**config.mk**
```make
export PLATFORM = sky130hd
export DESIGN_NAME = cht_ctrl
export DESIGN_NICKNAME = d
export VERILOG_FILES = /design/src/rtl/cht_pkg.sv /design/src/rtl/cht_ctrl.sv
export SDC_FILE = /design/constraint.sdc
export NUM_CORES = 1
export LEC_CHECK = 0
export BUFFER_PORTS_ARGS = -buffer_cell sky130_fd_sc_hd__buf_2
export CORE_UTILIZATION = 30
export CTS_BUF_LIST = sky130_fd_sc_hd__clkbuf_8
export CTS_CLUSTER_DIAMETER = 80
export CTS_CLUSTER_SIZE = 12
export DETAILED_ROUTE_END_ITERATION = 16
export SLEW_MARGIN = 15
export SYNTH_ARGS = -nofsm -noshare
export SYNTH_HDL_FRONTEND = slang
export SYNTH_SLANG_ARGS = --single-unit
```
**constraint.sdc**
```tcl
create_clock -name clk_i -period 7.83 [get_ports clk_i]
set_input_delay 0.783 -clock clk_i [delete_from_list [all_inputs] [get_ports clk_i]]
set_output_delay 0.783 -clock clk_i [all_outputs]
set_load 0.03 [all_outputs]
```
**src/rtl/cht_pkg.sv**
```systemverilog
// Package for the two-way cuckoo hash table: sizes, payload and entry types,
// the controller state enum, the memory request struct and the hash helpers.
// No dependencies.
`default_nettype none

package cht_pkg;

  localparam int TABLE_BITS = 13;
  localparam int VALUE_BITS = 16;
  localparam int MAX_KICKS  = 32;

  localparam int KEY_W   = 64;
  localparam int IOVAL_W = 16;
  localparam int HASH2_LO = 16;
  localparam int KICK_W  = $clog2(MAX_KICKS + 1);

  typedef logic [TABLE_BITS-1:0] idx_t;
  typedef logic [KICK_W-1:0]     kick_t;

  typedef struct packed {
    logic               mode;
    logic [KEY_W-1:0]   key;
    logic [IOVAL_W-1:0] value;
  } in_t;

  typedef struct packed {
    logic               found;
    logic [IOVAL_W-1:0] value_out;
    logic               insert_failed;
    logic [KEY_W-1:0]   dropped_key;
    logic [IOVAL_W-1:0] dropped_value;
  } out_t;

  typedef struct packed {
    logic                  used;
    logic [KEY_W-1:0]      key;
    logic [VALUE_BITS-1:0] value;
  } entry_t;

  localparam int ENTRY_W = $bits(entry_t);

  typedef struct packed {
    logic   we;
    idx_t   waddr;
    entry_t wdata;
    idx_t   raddr;
  } ram_req_t;

  typedef enum logic [2:0] {
    ST_CLEAR,
    ST_IDLE,
    ST_LK1,
    ST_LK2,
    ST_LK3,
    ST_INS_RD,
    ST_INS_WR,
    ST_PUSH
  } state_e;

  localparam logic MODE_INSERT = 1'b0;
  localparam logic MODE_LOOKUP = 1'b1;

  function automatic idx_t hash_one(input logic [KEY_W-1:0] k);
    return k[TABLE_BITS-1:0];
  endfunction

  function automatic idx_t hash_two(input logic [KEY_W-1:0] k);
    return k[HASH2_LO+TABLE_BITS-1:HASH2_LO];
  endfunction

  // Keep the low VALUE_BITS of an incoming value
  function automatic logic [VALUE_BITS-1:0] to_store(input logic [IOVAL_W-1:0] v);
    logic [31:0] t;
    t = 32'(v);
    return t[VALUE_BITS-1:0];
  endfunction

  // Report a stored value in the 16-bit result field
  function automatic logic [IOVAL_W-1:0] to_port(input logic [VALUE_BITS-1:0] v);
    logic [31:0] t;
    t = 32'(v);
    return t[IOVAL_W-1:0];
  endfunction

endpackage

`default_nettype wire

```
**src/rtl/cht_ctrl.sv**
```systemverilog
// Controller of the cuckoo hash table: clearing pass, lookup probes and the
// insert/kick read-modify-write loop. Uses cht_pkg; drives the table RAM.
`default_nettype none

module cht_ctrl
  import cht_pkg::*;
(
  input  wire logic     clk_i,
  input  wire logic     rst_ni,
  input  wire logic     in_valid_i,
  input  wire in_t      in_data_i,
  output logic          in_ready_o,
  output ram_req_t      ram_req_o,
  input  wire entry_t   ram_rdata_i,
  output logic          res_valid_o,
  output out_t          res_o,
  input  wire logic     res_ready_i
);

  state_e state_q, state_d;
  idx_t   clr_q, clr_d;
  idx_t   idx_q, idx_d;
  kick_t  kicks_q, kicks_d;
  logic [KEY_W-1:0]      key_q, key_d;
  logic [VALUE_BITS-1:0] val_q, val_d;
  out_t   res_q, res_d;

  logic   accept;
  logic   fin;
  out_t   fin_res;
  logic   hit;
  logic   in_hand;
  idx_t   alt_idx;

  assign accept = in_valid_i && (state_q == ST_IDLE);
  assign hit    = ram_rdata_i.used && (ram_rdata_i.key == key_q);
  assign in_hand = ram_rdata_i.used;
  assign alt_idx = (idx_q == hash_one(ram_rdata_i.key)) ? hash_two(ram_rdata_i.key)
                                                       : hash_one(ram_rdata_i.key);

  // Detect the last cycle of an item and form its result
  always_comb begin
    fin     = 1'b0;
    fin_res = '0;
    unique case (state_q)
      ST_LK2: begin
        if (hit) begin
          fin               = 1'b1;
          fin_res.found     = 1'b1;
          fin_res.value_out = to_port(ram_rdata_i.value);
        end
      end
      ST_LK3: begin
        fin = 1'b1;
        if (hit) begin
          fin_res.found     = 1'b1;
          fin_res.value_out = to_port(ram_rdata_i.value);
        end
      end
      ST_INS_WR: begin
        if (!in_hand) begin
          fin = 1'b1;
        end else if (kicks_q == KICK_W'(MAX_KICKS)) begin
          fin                   = 1'b1;
          fin_res.insert_failed = 1'b1;
          fin_res.dropped_key   = ram_rdata_i.key;
          fin_res.dropped_value = to_port(ram_rdata_i.value);
        end
      end
      default: begin
      end
    endcase
  end

  // Next state
  always_comb begin
    state_d = state_q;
    unique case (state_q)
      ST_CLEAR: begin
        if (clr_q == '1) state_d = ST_IDLE;
      end
      ST_IDLE: begin
        if (accept) begin
          state_d = (in_data_i.mode == MODE_LOOKUP) ? ST_LK1 : ST_INS_RD;
        end
      end
      ST_LK1:    state_d = ST_LK2;
      ST_LK2: begin
        if (!fin) state_d = ST_LK3;
        else state_d = res_ready_i ? ST_IDLE : ST_PUSH;
      end
      ST_LK3:    state_d = res_ready_i ? ST_IDLE : ST_PUSH;
      ST_INS_RD: state_d = ST_INS_WR;
      ST_INS_WR: begin
        if (!fin) state_d = ST_INS_RD;
        else state_d = res_ready_i ? ST_IDLE : ST_PUSH;
      end
      ST_PUSH: begin
        if (res_ready_i) state_d = ST_IDLE;
      end
      default:   state_d = ST_CLEAR;
    endcase
  end

  // Outputs: RAM request, result handoff, input ready
  always_comb begin
    in_ready_o      = (state_q == ST_IDLE);
    ram_req_o       = '0;
    ram_req_o.raddr = idx_q;
    res_valid_o     = 1'b0;
    res_o           = fin_res;
    unique case (state_q)
      ST_CLEAR: begin
        ram_req_o.we    = 1'b1;
        ram_req_o.waddr = clr_q;
      end
      ST_LK1:    ram_req_o.raddr = hash_one(key_q);
      ST_LK2: begin
        ram_req_o.raddr = hash_two(key_q);
        res_valid_o     = fin;
      end
      ST_LK3:    res_valid_o = 1'b1;
      ST_INS_RD: ram_req_o.raddr = idx_q;
      ST_INS_WR: begin
        ram_req_o.we          = 1'b1;
        ram_req_o.waddr       = idx_q;
        ram_req_o.wdata.used  = 1'b1;
        ram_req_o.wdata.key   = key_q;
        ram_req_o.wdata.value = val_q;
        res_valid_o           = fin;
      end
      ST_PUSH: begin
        res_valid_o = 1'b1;
        res_o       = res_q;
      end
      default: begin
      end
    endcase
  end

  // Datapath registers: item in hand, slot index, kick count, pending result
  always_comb begin
    clr_d   = clr_q;
    idx_d   = idx_q;
    kicks_d = kicks_q;
    key_d   = key_q;
    val_d   = val_q;
    res_d   = res_q;
    if (state_q == ST_CLEAR) begin
      clr_d = clr_q + idx_t'(1);
    end
    if (accept) begin
      key_d   = in_data_i.key;
      val_d   = to_store(in_data_i.value);
      idx_d   = hash_one(in_data_i.key);
      kicks_d = '0;
    end
    // Take the evicted occupant in hand and move to its other slot
    if (state_q == ST_INS_WR && in_hand && !fin) begin
      key_d   = ram_rdata_i.key;
      val_d   = ram_rdata_i.value;
      idx_d   = alt_idx;
      kicks_d = kicks_q + kick_t'(1);
    end
    // Hold the result when the output stage is full
    if (fin && !res_ready_i) begin
      res_d = fin_res;
    end
  end

  always_ff @(posedge clk_i or negedge rst_ni) begin
    if (!rst_ni) begin
      state_q <= ST_CLEAR;
      clr_q   <= '0;
      kicks_q <= '0;
    end else begin
      state_q <= state_d;
      clr_q   <= clr_d;
      kicks_q <= kicks_d;
    end
  end

  always_ff @(posedge clk_i) begin
    idx_q <= idx_d;
    key_q <= key_d;
    val_q <= val_d;
    res_q <= res_d;
  end

endmodule

`default_nettype wire

```
==> qor.csv <==
metric;value;unit
Peak Freq;207;MHz
Routed WL per cell;21.5;um
Worst R2R Path Depth;7;
boundary pin count;374;
port buffer count;373;
setup violators final;0;
Clock Skews;0.0488;ns
Yosys warnings;0;
share of cells above drive strength 1;29.9;%
CTS max path bufs;3;
Vias;9623;
WP buf/inv;2;
CP Depth;8;
WS Path Type;reg2out;
setup bufs post-CTS;0;
clock root buffer;clkbuf_8;
Clk Latency, worst-skew pair;0.59;ns
EDFF count, synth;191;
clock buffer count from CTS;23;
Max-Cap Viols;0;
flops & latches, synth;213;
largest net degree at the start of global routing;92;
worst-path cell chain;nor2b_4, and2_0, nand2_1, nor3_4, buf_4, and2_1, a21o_1, buf_2;
most frequent cells in the layout;373 x buf_2, 265 x nand2_1, 191 x edfxtp_1, 91 x and2_1, 84 x a21o_1;
Cell Area, Synth;11500;sq um
crit start category;register;
final WL;42400;um
top cells by area, synth;edfxtp_1 50%, nand2_1 8.7%, a21o_1 5.5%, xnor2_1 5.2%, and2_1 5.0%;
Core Rows;71;
Iter 0 DRT Violations;584;
commonest non-fill, non-tap cell in the layout;buf_2;
status;finished clean;
Synth area leader;edfxtp_1;
top_reg_cell synth;edfxtp_1;
vias in the first global route;9422;
Initial Utilization;30.5;%
die area;39100;sq um
maximum vdd drop;152;uV
CTS sink count;213;
H-Tree Depth;1;
Top delay family on crit path;simple AND/OR/NAND/NOR gates;
Pleak;0.00726;uW
Syn-to-layout area delta;24.6;%
Non-Filler Instances;1974;
Final WS setup;3.01;ns
CP max stage delay;0.77;ns
Syn Inst Count;1100;
Final Hold Fails;0;
Worst path slowest cell;and2_0;
GR Util All Layers;20.9;%
TNS Setup;0;ns
initial antenna violation count;9;
Place WS;3.19;ns
gr ovfl total;0;
Die Y;198;um
R2R Path Start;key_q[0];
Final min period;4.82;ns
register area share after synthesis;54.6;%
filler cell count;3880;
Hold Path Class;in2async;
DRC;0;
Detailed Place HPWL;30800;um
worst path arrival time;4.04;ns
die width;198;um
post-CTS sizing;0;
crit end category;output pin;
drt first pass iters;4;
Reg clk slew, reported paths;0.09;ns
CTS Hold Bufs;0;
worst rel slew slack;31.2;%
DR vias/cell;4.87;
RSZ-0062 raised after global routing;no;
RR Endpoint;res_q[20];
worst-path fanout max;51;
async set-reset flop share out of synthesis;10.3;%
Avg Synthesized Cell Area;10.5;sq um
Core Box Area;37700;sq um
post-route ant nets;0;
Slew @ Worst Pin;1.03;ns
final net count;1610;
fin crit share;61.6;%
CTS tree;done;
Slew Limit Fails;0;
routability congestion estimate;0.883;
Synth cell types;51;
CP Data Required Time;7.05;ns
post-synth top area share;49.9;%
placed cells;1926;
r2r setup slk;4.21;ns
first-pass GRT wire length;60400;um
Syn Nets;1269;
Pwr Density;310;nW/um^2
-- routing by layer --
layer / part of all wire [%] / wire (um) / vias to the layer above / GRT usage (%)
met4: 3.0 / 1260 / 6 / 6.32
met3: 8.5 / 3590 / 64 / 5.91
li1: - / - / 4557 / -
met2: 47 / 20100 / 388 / 34.2
met1: 41 / 17500 / 4608 / 26.5
met5: 0.097 / 41 / - / 0
-- final cells by class --
| cell class | instances | area, sq um | area share [%] |
|---|---|---|---|
| antenna | 5 | 12.5 | 0.0873 |
| clock buffer | 24 | 330 | 2.30 |
| clock inverter | 18 | 110 | 0.768 |
| timing repair buffer | 388 | 1990 | 13.9 |
| inverter | 12 | 45.0 | 0.314 |
| sequential | 213 | 6290 | 43.8 |
| tap | 511 | 639 | 4.46 |
| multi-input combinational | 803 | 4920 | 34.3 |
-- cell usage after synthesis, types with 11 or more instances --
master    instances
nand2_1         266
a21o_1           84
and2_1           92
mux2i_1          26
xor2_1           12
edfxtp_1        191
dfrtp_1          22
o21ai_1          11
nor2_1           13
inv_1            11
o21ai_0          32
nand4_1          17
and3_1           82
a22o_1           30
xnor2_1          68
nand3_1          13
clkbuf_1         55
-- cell families (layout without fill, tap and decap cells) --
family	Yosys count	in the layout	synth area share (%)
compound gates	171	171	10.6
xor+xnor	80	80	6.09
fa+ha+maj	3	3	0.326
buf+inv	84	442	3.11
flops	213	213	54.6
mux	27	27	2.36
other cells	0	5	0
simple gates	522	522	22.8
-- per-stage QoR --
stage	instance area [sq um]	power, uW	hold WS (ns)	utilization, %
final	14300	4440	0.190	38.1
after global routing	14300	4660	0.192	38.0
after CTS	14300	4490	0.168	38.0
after detailed placement	13900	3710	0.485	36.8
after global placement	13900	3700	0.481	36.8
after floorplan	11500	3010	0.457	-
-- power by group --
part	total (uW)	leakage [uW]	switching, uW	internal, uW
combinational	2030	0.00492	1470	560
sequential	1650	0.00207	136	1510
clock	762	0.000263	440	322
-- state kept, by name, summed over array words and instances (netlist names) --
signal   count
val_q       16
clr_q       13
res_q       98
idx_q       13
state_q      3
key_q       64
kicks_q      6
-- worst max-delay path by stage --
| stage | from | end | slack, ns |
|---|---|---|---|
| floorplan | ram_rdata_i[70] | res_q[0] | 0.78 |
| CTS | state_q[2] | res_o[33] | 2.52 |
| global placement | ram_rdata_i[17] | res_o[96] | 2.96 |
| detailed placement | state_q[2] | res_o[33] | 3.19 |
| finish | state_q[2] | res_o[32] | 3.01 |
| global route | state_q[2] | res_o[32] | 2.75 |
Note: power is estimated with default switching activity, not from simulation.
